==> config.mk <==
export PLATFORM = sky130hd
export DESIGN_NAME = vfa_sqrt
export DESIGN_NICKNAME = d
export VERILOG_FILES = /design/src/rtl/vfa_pkg.sv /design/src/rtl/vfa_sqrt.sv
export SDC_FILE = /design/constraint.sdc
export NUM_CORES = 2
export LEC_CHECK = 0
export BUFFER_PORTS_ARGS = -buffer_cell sky130_fd_sc_hd__clkbuf_2
export CAP_MARGIN = 20
export CORE_UTILIZATION = 56
export DETAILED_ROUTE_END_ITERATION = 6
export PLACE_DENSITY = 0.75
export SLEW_MARGIN = 20
export SYNTH_ARGS = -nofsm -noshare
export SYNTH_HDL_FRONTEND = slang
export SYNTH_MEMORY_MAX_BITS = 65536
export SYNTH_SLANG_ARGS = --single-unit
==> constraint.sdc <==
create_clock -name clk -period 3.5 [get_ports clk]
set_input_delay 0.7 -clock clk [delete_from_list [all_inputs] [get_ports clk]]
set_output_delay 0.7 -clock clk [all_outputs]
set_load 0.01 [all_outputs]
==> src/rtl/vfa_pkg.sv <==
// Shared widths, opcodes, types and saturation helpers of the vector ALU.
package vfa_pkg;

  localparam int CW = 32;          // component width
  localparam int FB = 16;          // fraction bits
  localparam int PW = 2 * CW;      // product width
  localparam int SW = PW + 2;      // sum of three products
  localparam int MW = CW;          // square root width
  localparam int NW = CW + FB;     // dividend / quotient width

  localparam logic [2:0] OP_ADD   = 3'd0;
  localparam logic [2:0] OP_SUB   = 3'd1;
  localparam logic [2:0] OP_SCALE = 3'd2;
  localparam logic [2:0] OP_DOT   = 3'd3;
  localparam logic [2:0] OP_CROSS = 3'd4;
  localparam logic [2:0] OP_MAG   = 3'd5;
  localparam logic [2:0] OP_NORM  = 3'd6;

  typedef logic signed [CW-1:0] comp_t;

  localparam comp_t CMAX = {1'b0, {(CW-1){1'b1}}};
  localparam comp_t CMIN = {1'b1, {(CW-1){1'b0}}};

  typedef struct packed {
    comp_t val;
    logic  ov;
  } sat_t;

  typedef struct packed {
    comp_t x;
    comp_t y;
    comp_t z;
    comp_t s;
    logic  ov;
    logic  zv;
  } bun_t;

  typedef struct packed {
    logic [2:0] op;
    comp_t      a_x;
    comp_t      a_y;
    comp_t      a_z;
  } ctl_t;

  // Clamp a wide signed value to the component range
  function automatic sat_t sat_wide(input logic signed [SW-1:0] v);
    logic signed [SW-1:0] hi;
    logic signed [SW-1:0] lo;
    sat_t r;
    hi = SW'(CMAX);
    lo = SW'(CMIN);
    if (v > hi) begin
      r.val = CMAX;
      r.ov  = 1'b1;
    end else if (v < lo) begin
      r.val = CMIN;
      r.ov  = 1'b1;
    end else begin
      r.val = comp_t'(v[CW-1:0]);
      r.ov  = 1'b0;
    end
    return r;
  endfunction

  // Apply sign to an unsigned quotient and clamp
  function automatic sat_t sat_quot(input logic [NW-1:0] q, input logic neg);
    logic [NW-1:0] lim_p;
    logic [NW-1:0] lim_n;
    sat_t r;
    lim_p = NW'(CMAX);
    lim_n = NW'(1) << (CW - 1);
    r.ov  = 1'b0;
    if (!neg) begin
      if (q > lim_p) begin
        r.val = CMAX;
        r.ov  = 1'b1;
      end else begin
        r.val = comp_t'(q[CW-1:0]);
      end
    end else begin
      if (q > lim_n) begin
        r.val = CMIN;
        r.ov  = 1'b1;
      end else begin
        r.val = comp_t'(CW'(0) - q[CW-1:0]);
      end
    end
    return r;
  endfunction

endpackage

==> src/rtl/vfa_sqrt.sv <==
// Pipelined integer square root, one result bit per stage.
module vfa_sqrt import vfa_pkg::*; (
  input  logic          clk,
  input  logic [PW-1:0] rad,
  output logic [MW-1:0] root
);

  logic [MW:0]   rem_r  [MW];
  logic [MW-1:0] root_r [MW];
  logic [PW-1:0] n_r    [MW];

  for (genvar g = 0; g < MW; g++) begin : g_st
    logic [MW:0]   rem_p;
    logic [MW-1:0] root_p;
    logic [PW-1:0] n_p;
    logic [MW+1:0] rem_in, trial;
    logic          ge;

    if (g == 0) begin : g_first
      assign rem_p  = '0;
      assign root_p = '0;
      assign n_p    = rad;
    end else begin : g_next
      assign rem_p  = rem_r[g-1];
      assign root_p = root_r[g-1];
      assign n_p    = n_r[g-1];
    end

    // Bring down two radicand bits and try the next root bit
    assign rem_in = {rem_p[MW-1:0], n_p[PW-1 -: 2]};
    assign trial  = {root_p, 2'b01};
    assign ge     = rem_in >= trial;

    always_ff @(posedge clk) begin
      rem_r[g]  <= ge ? (MW+1)'(rem_in - trial) : rem_in[MW:0];
      root_r[g] <= {root_p[MW-2:0], ge};
      n_r[g]    <= n_p << 2;
    end
  end

  assign root = root_r[MW-1];

endmodule

### Word-level counts from Yosys, hierarchy flattened

Memories as Yosys holds them, arrays and structs flattened.
Index checks and enable logic that the tools add are counted.

| operators by class | value |
|---|---|
| $add $sub $neg | 32 |
| order comparisons | 32 |
| muxes and demuxes | 32 |

Operators by type and width:

| cell | number |
|---|---|
| 33-bit 2-to-1 mux | 32 |
| 34-bit greater-or-equal comparator | 31 |
| 33-bit subtractor | 31 |
| 2-bit by 1-bit subtractor with 3-bit output, second input constant | 1 |
| 2-bit by 1-bit greater-or-equal comparator with 1-bit output, second input constant | 1 |

| storage, ports and cells | value |
|---|---|
| input port bits | 65 |
| word-level logic and storage cells | 99 |
| memories kept | 3 |
| flip-flop bits (word level) | 0 |
| bits in writable memories | 4064 |

Memories:

| memory | depth | bits a word | rd ports | clocked after Yosys merged registers in | write ports | RTL line | text |
|---|---|---|---|---|---|---|---|
| n_r | 32 | 62 | 31 | 0 | 32 | vfa_sqrt.sv:10 | `logic [PW-1:0] n_r [MW];` |
| rem_r | 32 | 33 | 31 | 0 | 32 | vfa_sqrt.sv:8 | `logic [MW:0] rem_r [MW];` |
| root_r | 32 | 32 | 32 | 0 | 32 | vfa_sqrt.sv:9 | `logic [MW-1:0] root_r [MW];` |

### Depth between registers and ports, before layout

An unclocked memory read counts as a cell.

| depth | value |
|---|---|
| word-level depth | 3 |
| gate-level depth with buffers | 15 |

### Least setup slack after synthesis

No wires, ideal clock.

| path | value |
|---|---|
| path type | flip-flop to flip-flop |
| start | mem root_r[28][8] in the netlist's numbering |
| end | mem rem_r[29][30] in the netlist's numbering |
| buffers on the path | 3 |
| arrival time | 3.247 ns |
| stages on the path, launching flop included | 15 |
| data required time | 3.379 ns |
| slack | 0.132 ns |
| library setup time | 0.121 ns |
| cell sequence | dfxtp_1 -> inv_1 -> ha_1 -> buf_2 -> and4_1 -> nand4_1 -> a211oi_1 -> nand2b_1 -> a31oi_1 -> o41a_1 -> o21ai_0 -> a211o_1 -> clkbuf_1 -> clkbuf_1 -> mux2_2 |

RTL lines:

| what | RTL line |
|---|---|
| start, declared | vfa_sqrt.sv:9 |
| end, declared | vfa_sqrt.sv:8 |

==> metrics.md <==
| Metric | Value |
|---|---|
| Outcome | `finished, final reports clean` |
| Post-synth top area cell | `dfxtp_1` |
| Least-Margin Pin Slew | `0.753 ns` |
| Hpwl dp | `140 mm` |
| LEAKAGE | `48.5 nW` |
| Wire per inst | `16.8 um` |
| CP Class | `flip-flop to flip-flop` |
| IO buf count | `96` |
| Post-Route WL | `191 mm` |
| Layout Nets | `9738` |
| Worst r2r path cells | `13` |
| Placed standard-cell area | `93000 um2` |
| Clock Skews | `0.0732 ns` |
| Most common cell in the netlist | `dfxtp_1` |
| Hold Fails Final Rpt | `0` |
| Fin crit share | `0.980` |
| Routed via count | `61200` |
| Num ports | `97` |
| Pin count of the biggest net entering global routing | `41` |
| Worst hold path startpoint | `n_r[0][793]` |
| Core Region | `158000 um2` |
| Final setup violating endpoints | `0` |
| Setup WS pre-CTS | `0.0311 ns` |
| PwrDens | `744 nW/um2` |
| Post-Syn Instances | `8759` |
| Overall Global Routing Usage | `0.234` |
| Synth-to-layout area growth | `14.3%` |
| Fill count | `12300` |
| Dpl cells | `10900` |
| Synth Register Bits | `2465` |
| Vias/cell | `5.37` |
| Mapped Nets | `9385` |
| Synth top area share | `0.552` |
| Reg2Reg Launch Point | `root_r[9][0]` |
| Root Driver | `clkbuf_16` |
| ANT cells | `0` |
| DIE AREA | `161000 um2` |
| CP endpoint kind | `flip-flop` |
| Detailed Routing Iterations Pass 1 | `6` |
| Max-cap violations | `0` |
| TritonCTS sink count | `2465` |
| Hold EP | `n_r[0][857]` |
| Slew headroom | `0.493` |
| Post-synth EDFFs | `0` |
| FF-to-FF End | `rem_r[10][25]` |
| Share of the yosys chip area belonging to registers | `0.552` |
| Synth Warn # | `0` |
| Later-pin clock latency in the skew report | `0.89 ns` |
| DIE WIDTH | `402 um` |
| GPL Wtd Cong | `0.911` |
| Overflow after GRT | `0` |
| Antenna-violating nets left | `0` |
| Ratio of cells with drive above 1 in the final layout | `0.0898` |
| CTS tree | `done` |
| RSZ-0062 raised after global routing | `true` |
| Clk buf depth | `3` |
| Ys flop type | `dfxtp_1` |
| Hold depth | `0` |
| Row cnt | `146` |
| Cts bufs inserted | `228` |
| Setup crit start kind | `flip-flop` |
| Final setup margin | `0.0690 ns` |
| Reg clk slew, reported paths | `0.07 ns` |
| Synth top cells by count | `dfxtp_1, inv_1, a21oi_1` |
| Post-synth cell types | `86` |
| First DRT Iteration DRCs | `3438` |
| CP Data Required Time | `4.26 ns` |
| Antenna violations before repair | `2` |
| Starting Density | `0.565` |
| Arr. time, crit path | `4.19 ns` |
| Async S/R FF share, synth | `0` |
| Finished Layout Cells | `11400` |
| Max Transition Viols Final | `0` |
| First-pass GRT wire length | `308 mm` |
| Drt drc | `0` |
| CTS HTree Levels | `4` |
| Area contributors post-synth | `dfxtp_1, ha_1, xor2_1, xnor2_1, a21oi_1` |
| Worst-path maximum fanout | `5` |
| Mapped cell area | `89400 um2` |
| R2R Setup Slk | `0.07 ns` |
| Hold crit path type | `flip-flop to flip-flop` |
| Die span in y | `402 um` |
| Fin area | `102000 um2` |
| Vias in the first global route | `60700` |
| Max Freq | `291 MHz` |
| Worst vdd ir | `0.635 mV` |
| Avg Cell Area, Syn | `10.2 um2` |
| Tmin final | `3.43 ns` |
## state kept, by name, summed over array words and instances (netlist names)
| register | cells |
|---|---|
| root_r | 528 |
| rem_r | 945 |
| n_r | 992 |
## logic make-up (layout without fill, tap and decap cells)
group | after synthesis | count (layout) | share of synthesized area
adders and majority gates | 561 | 561 | 0.0785
muxes | 100 | 100 | 0.0124
buffers and inverters | 875 | 1428 | 0.0369
DFF | 2465 | 2465 | 0.552
other | 1 | 1 | 0.0000419
xor gates and xnor gates | 787 | 787 | 0.0771
and+or+nand+nor | 2222 | 2222 | 0.122
AOI/OAI and AO/OA | 1748 | 1748 | 0.121
## where the power goes
group          leakage (nW)  internal [mW]  switching [mW]
sequential             20.6           32.8            3.60
clock                  4.02           15.3            11.0
combinational          23.8           6.06            7.33
## layer usage
layer | share of wire | up-vias | GRT usage | wire length, um
met4 | 0.037 | 2 | 0.0927 | 7080
li1 | - | 30600 | - | -
met2 | 0.51 | 1365 | 0.425 | 96700
met3 | 0.038 | 439 | 0.0321 | 7270
met5 | 0.000068 | - | 0 | 13
met1 | 0.42 | 28700 | 0.277 | 80400
## worst max path at each step
stage	from	end
2_1_floorplan	root_r[28][8]	rem_r[29][30]
3_3_place_gp	root_r[4][0]	rem_r[5][21]
3_5_place_dp	root_r[27][0]	rem_r[28][4]
4_1_cts	root_r[15][0]	rem_r[16][31]
5_1_grt	rem_r[5][18]	rem_r[6][21]
6_report	root_r[9][0]	rem_r[10][25]
## placed cells by master (no fill, tap or decap), drive strengths merged, types with 37 or more instances in the layout
cell type,n
nor3,226
clkbuf,393
or4,45
nand4,93
o21bai,53
xor2,397
nand2b,119
clkinv,79
a21o,223
xnor2,390
dlygate4sd3,64
o21ai,436
buf,134
nor2b,87
o21a,103
a211oi,39
a21oi,584
and3,51
nor4,109
or2,37
nand3,159
o31ai,45
or3,86
nand2,545
inv,708
dfxtp,2465
nor2,550
mux2,87
ha,561
## through the flow
stage               hold slack (ns)   util  power (mW)  TNS (ns)
floorplan                     0.310      -        45.8         0
global placement              0.309  0.587        49.6         0
detailed placement            0.312  0.587        50.1         0
CTS                           0.283  0.644        76.6         0
global route                  0.301  0.645        79.9   -0.0130
finish                        0.289  0.645        76.1         0
## what timing repair did
item / 4_1_cts / 5_1_grt
buffers inserted: 0 / 4
hold endpoints to repair: 65 / 0
hold buffers: 64 / 0
gates resized for setup: 4 / 63
pin swaps: 0 / 5
setup endpoints to repair: 4 / 192
## worst max-delay path: stages (launching register included)
cell,delay (ns)
dfxtp_1,0.39
inv_1,0.06
ha_1,0.34
o21a_1,0.15
o21a_1,0.18
o21a_1,0.18
o21ai_0,0.38
a21oi_1,0.17
o41ai_1,0.32
buf_4,0.18
o221ai_1,0.17
or2_2,0.38
nor4_1,0.24
xor2_1,0.18
## area by class of cell
| class | instances | area (um2) | area share |
|---|---|---|---|
| Clock buffer | 297 | 6410 | 0.0627 |
| Clock inverter | 133 | 1860 | 0.0182 |
| Inverter | 704 | 2650 | 0.0259 |
| Multi-Input combinational cell | 5419 | 37100 | 0.363 |
| Sequential cell | 2465 | 49300 | 0.483 |
| Tap cell | 2072 | 2590 | 0.0254 |
| Timing Repair Buffer | 294 | 2260 | 0.0221 |
Note: power is estimated with default switching activity, not from simulation.
