--- src/rtl/vfa_pkg.sv ---
// Shared widths, opcodes, types and saturation helpers of the vector ALU.
package vfa_pkg;

  localparam int CW = 32;          // component width
  localparam int FB = 16;          // fraction bits
  localparam int PW = 2 * CW;      // product width
  localparam int SW = PW + 2;      // sum of three products
  localparam int MW = CW;          // square root width
  localparam int NW = CW + FB;     // dividend / quotient width

  localparam logic [2:0] OP_ADD   = 3'd0;
  localparam logic [2:0] OP_SUB   = 3'd1;
  localparam logic [2:0] OP_SCALE = 3'd2;
  localparam logic [2:0] OP_DOT   = 3'd3;
  localparam logic [2:0] OP_CROSS = 3'd4;
  localparam logic [2:0] OP_MAG   = 3'd5;
  localparam logic [2:0] OP_NORM  = 3'd6;

  typedef logic signed [CW-1:0] comp_t;

  localparam comp_t CMAX = {1'b0, {(CW-1){1'b1}}};
  localparam comp_t CMIN = {1'b1, {(CW-1){1'b0}}};

  typedef struct packed {
    comp_t val;
    logic  ov;
  } sat_t;

  typedef struct packed {
    comp_t x;
    comp_t y;
    comp_t z;
    comp_t s;
    logic  ov;
    logic  zv;
  } bun_t;

  typedef struct packed {
    logic [2:0] op;
    comp_t      a_x;
    comp_t      a_y;
    comp_t      a_z;
  } ctl_t;

  // Clamp a wide signed value to the component range
  function automatic sat_t sat_wide(input logic signed [SW-1:0] v);
    logic signed [SW-1:0] hi;
    logic signed [SW-1:0] lo;
    sat_t r;
    hi = SW'(CMAX);
    lo = SW'(CMIN);
    if (v > hi) begin
      r.val = CMAX;
      r.ov  = 1'b1;
    end else if (v < lo) begin
      r.val = CMIN;
      r.ov  = 1'b1;
    end else begin
      r.val = comp_t'(v[CW-1:0]);
      r.ov  = 1'b0;
    end
    return r;
  endfunction

  // Apply sign to an unsigned quotient and clamp
  function automatic sat_t sat_quot(input logic [NW-1:0] q, input logic neg);
    logic [NW-1:0] lim_p;
    logic [NW-1:0] lim_n;
    sat_t r;
    lim_p = NW'(CMAX);
    lim_n = NW'(1) << (CW - 1);
    r.ov  = 1'b0;
    if (!neg) begin
      if (q > lim_p) begin
        r.val = CMAX;
        r.ov  = 1'b1;
      end else begin
        r.val = comp_t'(q[CW-1:0]);
      end
    end else begin
      if (q > lim_n) begin
        r.val = CMIN;
        r.ov  = 1'b1;
      end else begin
        r.val = comp_t'(CW'(0) - q[CW-1:0]);
      end
    end
    return r;
  endfunction

endpackage

--- src/rtl/vfa_merge.sv ---
// Merge stage: sums the lanes, rescales, saturates and forms the early result.
module vfa_merge import vfa_pkg::*; (
  input  logic                 clk,
  input  logic [2:0]           op,
  input  logic signed [SW-1:0] v0,
  input  logic signed [SW-1:0] v1,
  input  logic signed [SW-1:0] v2,
  output bun_t                 bun,
  output logic [PW-1:0]        rad
);

  logic signed [SW-1:0] sum_r, v0_r, v1_r, v2_r;
  logic [2:0]           op_r;
  bun_t                 bun_nxt, bun_r;
  logic [PW-1:0]        rad_r;
  sat_t                 sx, sy, sz, ss;

  // Add the three lanes
  always_ff @(posedge clk) begin
    sum_r <= v0 + v1 + v2;
    v0_r  <= v0;
    v1_r  <= v1;
    v2_r  <= v2;
    op_r  <= op;
  end

  // Rescale and clamp per operation
  always_comb begin
    sx = '0;
    sy = '0;
    sz = '0;
    ss = '0;
    unique case (op_r)
      OP_ADD, OP_SUB: begin
        sx = sat_wide(v0_r);
        sy = sat_wide(v1_r);
        sz = sat_wide(v2_r);
      end
      OP_SCALE, OP_CROSS: begin
        sx = sat_wide(v0_r >>> FB);
        sy = sat_wide(v1_r >>> FB);
        sz = sat_wide(v2_r >>> FB);
      end
      OP_DOT: ss = sat_wide(sum_r >>> FB);
      default: ;
    endcase
    bun_nxt.x  = sx.val;
    bun_nxt.y  = sy.val;
    bun_nxt.z  = sz.val;
    bun_nxt.s  = ss.val;
    bun_nxt.ov = sx.ov | sy.ov | sz.ov | ss.ov;
    bun_nxt.zv = 1'b0;
  end

  always_ff @(posedge clk) begin
    bun_r <= bun_nxt;
    rad_r <= sum_r[PW-1:0];
  end

  assign bun = bun_r;
  assign rad = rad_r;

endmodule

--- config.mk ---
export PLATFORM = sky130hd
export DESIGN_NAME = vfa_merge
export DESIGN_NICKNAME = d
export VERILOG_FILES = /design/src/rtl/vfa_pkg.sv /design/src/rtl/vfa_merge.sv
export SDC_FILE = /design/constraint.sdc
export NUM_CORES = 1
export LEC_CHECK = 0
export BUFFER_PORTS_ARGS = -buffer_cell sky130_fd_sc_hd__buf_4
export CORE_UTILIZATION = 53
export CTS_CLUSTER_DIAMETER = 100
export CTS_CLUSTER_SIZE = 10
export DETAILED_ROUTE_END_ITERATION = 10
export PLACE_DENSITY = 0.78
export SYNTH_ARGS = -nofsm -noshare
export SYNTH_HDL_FRONTEND = slang
export SYNTH_SLANG_ARGS = --single-unit
export TNS_END_PERCENT = 50
--- constraint.sdc ---
create_clock -name clk -period 5.3 [get_ports clk]
set_input_delay 1.06 -clock clk [delete_from_list [all_inputs] [get_ports clk]]
set_output_delay 1.06 -clock clk [all_outputs]
set_load 0.005 [all_outputs]
# After elaboration in Yosys (flattened, before gate mapping)
# Index checks and enable logic that the tools add are counted.
word_totals:
  regBits: 460
  in_bits: 202
  out_inout_bits: 194
  word_cells: 58
op_classes:
  add_sub_neg: 2
  magnitude_cmp: 14
  eq_ne: 4
  muxes: 18
  n_bitwise: 4
  n_reduce_logical: 4
ops:
  columns: ["cell", "count"]
  rows:
  - ["two-way mux 33 bit", 13]
  - ["> comparator 50 x 32 -> 1 bit (second input constant)", 4]
  - ["less-than comparator 50 x 32 -> 1 bit (second input constant)", 4]
  - ["> comparator 66 x 32 -> 1 bit (second input constant)", 3]
  - ["less-than comparator 66 x 32 -> 1 bit (second input constant)", 3]
  - ["one-hot mux 33 bit (2 select lines)", 3]
  - ["adder 66 bit", 2]
  - ["two-way mux 32 bit", 1]
  - ["== test 3 x 2 -> 1 bit (second input constant)", 2]
  - ["OR reduction 2 bit", 3]
  - ["== test 3 x 1 -> 1 bit (second input constant)", 1]
  - ["== test 3 bit (second input constant)", 1]
  - ["zero test 3 bit", 1]
  - ["bitwise OR 1 bit", 3]
  - ["two-way mux 1 bit", 1]
  - ["inverter 1 bit", 1]

# Depth between registers and ports, before layout
logic_depth:
  ltp_word: 7
  mapped_depth: 16
  ltp_nobuf: 16

# Worst setup path after synthesis
# Ideal clock, no wire load.
synth_path:
  path_kind: "input -> register"
  from: "input port v0[1]"
  to: "register sum_r[65]"
  setup_ns: 0.086
  arrival_time_ns: 4.205
  required_time_ns: 5.214
  setup_slack_ns: 1.009
  path_stages: 14
  path_buffers: 0
  cell_sequence: "fa_1 -> ha_1 -> inv_1 -> fa_1 -> nor2b_1 -> o21bai_1 -> a21boi_2 -> o31a_1 -> a21oi_2 -> o41a_1 -> o31a_1 -> o21a_2 -> o31a_1 -> a211oi_1"
synth_via:
  elab_chain_len: 2
synth_rtl:
  columns: ["element", "line", "rtl"]
  rows:
  - ["start: declaration", "vfa_merge.sv:5", "input logic signed [SW-1:0] v0,"]
  - ["adder 66 bit (2 in a row)", "vfa_merge.sv:20", "sum_r <= v0 + v1 + v2;"]
  - ["end signal: assignment", "vfa_merge.sv:20", null]
  - ["end: declaration", "vfa_merge.sv:12", "logic signed [SW-1:0] sum_r, v0_r, v1_r, v2_r;"]
# No other way between the ends.
# A chain may end at the register's enable or synchronous reset.

# Worst setup path after layout
layout_path:
  from: "input port v0[1]"
  to: "register sum_r[63]"
# Same word-level chain as after synthesis.

==> results.txt <==
Fmax: 0.2253 GHz
Net Count, Synth: 1902
CP max FO: 4
most frequent CP cell: buf_4
Leak: 9.395 nW
post-DP HPWL: 46.81 mm
syn avg cell area: 10.76 sq um
final hold slack: 0.3246 ns
area grow syn2layout: 27.33%
Die W: 180.6 um
largest net degree at the start of global routing: 65
switching power share of the total: 29.83%
Data required, critical path: 5.75 ns
Worst Setup Start Kind: primary input
CTS clock-pin slew for the worst setup and hold paths: 0.06 ns
latest clock arrival within the worst-skew pair: 0.56 ns
Post-Place Worst Slack: 0.3654 ns
Synthesis Warnings: 0
RSZ-0062 raised after global routing: false
initial antenna violation count: 1
DRT Wirelength: 60.27 mm
Num CTS Buffers: 51
slowest stage cell, crit path: a211oi_1
Wirelength per Cell: 25.66 um
Final Max Slew Viols: 0
post-cts resize count: 0
antenna-violating nets left: 0
die area: 32600 sq um
# rows: 65
vias in the first global route: 14150
setup tns final: 0 ns
Reg power frac: 45.5%
EDFF count, synth: 0
CTS Buffer Depth: 3
Core ar.: 31470 sq um
Max Clock Skew: 0.01313 ns
Worst VDD drop: 0.3480 mV
grt total ovfl: 0
Compound-Gate Fraction of Synth Area: 18.94%
Ports: 396
Synth Area in Adders: 12.56%
initial drt markers: 1380
Worst Tran Pin Value: 1.044 ns
#FFs+latches synth: 460
synth unique cells: 67
Mapped Area: 16900 sq um
filler instances: 2405
combinational share of power: 24.6%
Final GP Congestion: 1.029
main combinational cell family by area after synthesis: compound AO/OA/AOI/OAI gates
nets: 2276
critical path capture point type: flop
clock sink count: 460
fraction of registers with async set or reset after synthesis: 0%
worst path cell trace: buf_4 > fa_1 > ha_1 > inv_1 > fa_1 > nor2b_1 > o21bai_1 > a21boi_2 > o31ai_1 > o21ai_0 > buf_4 > a211oi_1 > o41ai_2 > buf_4 > a221oi_2 > o31ai_1 > xnor2_1
WS Path Type: in -> reg
first-pass GRT wire length: 87.84 mm
crit path DAT: 4.88 ns
share of cells above drive strength 1: 25.19%
mux cell area share after synthesis: 0%
Post-Synth XOR/XNOR Area: 3.214%
routed vias: 14260
Port-buffer cells: 394
Die Span Y: 180.6 um
CTS Root Cell: clkbuf_16
number of setup buffers added after CTS: 0
status: complete, no violations
Final Hold Viols: 0
Clock power frac: 29.8%
cts hold-fix bufs: 0
Initial Util: 53.69%
Synth Area in Simple Gates: 7.990%
Pint: 6.963 mW
Hold Path Class: reg -> reg
Tcrit/Tclk final: 83.75%
Max-slew headroom: 30.16%
CTS tree: built
endpoints failing setup: 0
Initial DRT Pass Iterations: 6
H-tree depth: 2
Residual DRC: 0
Max Cap Viol: 0
Post-Synthesis Cells: 1570
vias per cell: 6.069
Switch Pwr: 2.960 mW
Synth Flop Type: dfxtp_1
fin util: 68.36%
Seq/Total Area, Yosys: 54.50%
final worst setup slack: 0.8612 ns
power density over cell area: 461.2 nW/um^2
min Tclk post-route: 4.439 ns
max incr delay on CP: 0.68 ns
Total GRT Usage: 36.23%
-- routing by layer --
layer  vias up  share of wire [%]  track usage, %
li1       6382                  -               -
met1      6857                 40           45.93
met2       841                 46           58.23
met3       176                8.9           7.559
met4         0                5.9           19.32
met5         -                  0               0
-- through the flow --
step | std cells | power, mW | cell area, sq um
2_1_floorplan | 1570 | 5.654 | 16900
3_3_place_gp | 2293 | 6.935 | 20210
3_5_place_dp | 2293 | 6.941 | 20210
4_1_cts | 2347 | 9.912 | 21510
5_1_grt | 2348 | 10.31 | 21510
6_report | 2349 | 9.923 | 21520
-- final timing paths --
kind                                        from                 to  slack, ns  depth (start not counted)
worst max-delay path                       v0[1]  sum_r[63]$_DFF_P_       0.86                         17
worst min-delay path            sum_r[2]$_DFF_P_     rad[2]$_DFF_P_       0.32                          0
worst max register to register  v2_r[65]$_DFF_P_    bun[38]$_DFF_P_       2.37                          7
worst min register to register  sum_r[2]$_DFF_P_     rad[2]$_DFF_P_       0.32                          0
-- layout by cell type, fill, tap and decap left out, drive strengths merged, types with 7 or more instances in the layout --
master | Yosys | layout
and4 | 7 | 7
dfxtp | 460 | 460
a21oi | 286 | 286
fa | 66 | 66
a31oi | 9 | 9
o21ai | 35 | 35
o21bai | 17 | 17
o21a | 8 | 8
a21o | 40 | 40
ha | 64 | 64
inv | 31 | 34
xor2 | 20 | 20
nand2 | 77 | 77
nor3 | 9 | 9
xnor2 | 42 | 42
nor2 | 32 | 32
buf | 4 | 412
clkbuf | 87 | 51
nand4 | 50 | 50
nor4 | 32 | 32
o22ai | 94 | 94
nand3 | 12 | 12
-- synth_stat cells (25+ instances only) --
library cell	number	share of area (%)
dfxtp_1	460	54
a21oi_1	285	8.4
o22ai_1	94	3.5
clkbuf_1	87	1.9
nand2_1	77	1.7
fa_1	66	7.8
ha_1	64	4.7
nand4_1	50	1.9
xnor2_1	42	2.2
a21o_1	40	1.8
nor2_1	32	0.71
nor4_1	32	1.2
inv_1	31	0.69
o21ai_0	25	0.74
-- area by class of cell --
cell class                 instances  area [sq um]  area share (%)
sequential                       460          9209           42.80
antenna                            2         5.005         0.02326
clock inverter                     3         26.28          0.1221
clock buffer                      51          1276           5.932
inverter                          32         120.1          0.5583
tap                              402         503.0           2.338
multi-input combinational        987          7283           33.85
timing repair buffer             412          3093           14.38
-- sequential cells by signal, indices dropped and copies added, names as in the netlist --
register	cells
bun	129
v1_r	66
v2_r	66
op_r	3
v0_r	66
rad	64
sum_r	66
-- power by group through the flow --
stage	combinational (mW)	sequential (mW)	clock, mW
finish	2.45	4.52	2.96
detailed placement	2.39	4.55	0
global placement	2.39	4.55	0
floorplan	1.19	4.46	0
global route	2.62	4.57	3.13
CTS	2.42	4.50	2.99
-- critical path: cells and delay by family --
family / cells / cell delay, ns
AO/OA/AOI/OAI: 8 / 2.10
XOR/XNOR: 1 / 0.14
adder cells (fa/ha/maj): 3 / 0.94
buffers and inverters: 4 / 0.56
AND/OR/NAND/NOR: 1 / 0.08
-- logic make-up after synthesis --
group                    count (synthesis)
flip-flops                             460
XOR/XNOR                                62
AO/OA/AOI/OAI                          537
other                                    1
buffers and inverters                  123
adder cells (fa/ha/maj)                130
AND/OR/NAND/NOR                        257
No activity file was read; power rests on OpenSTA's default activity.
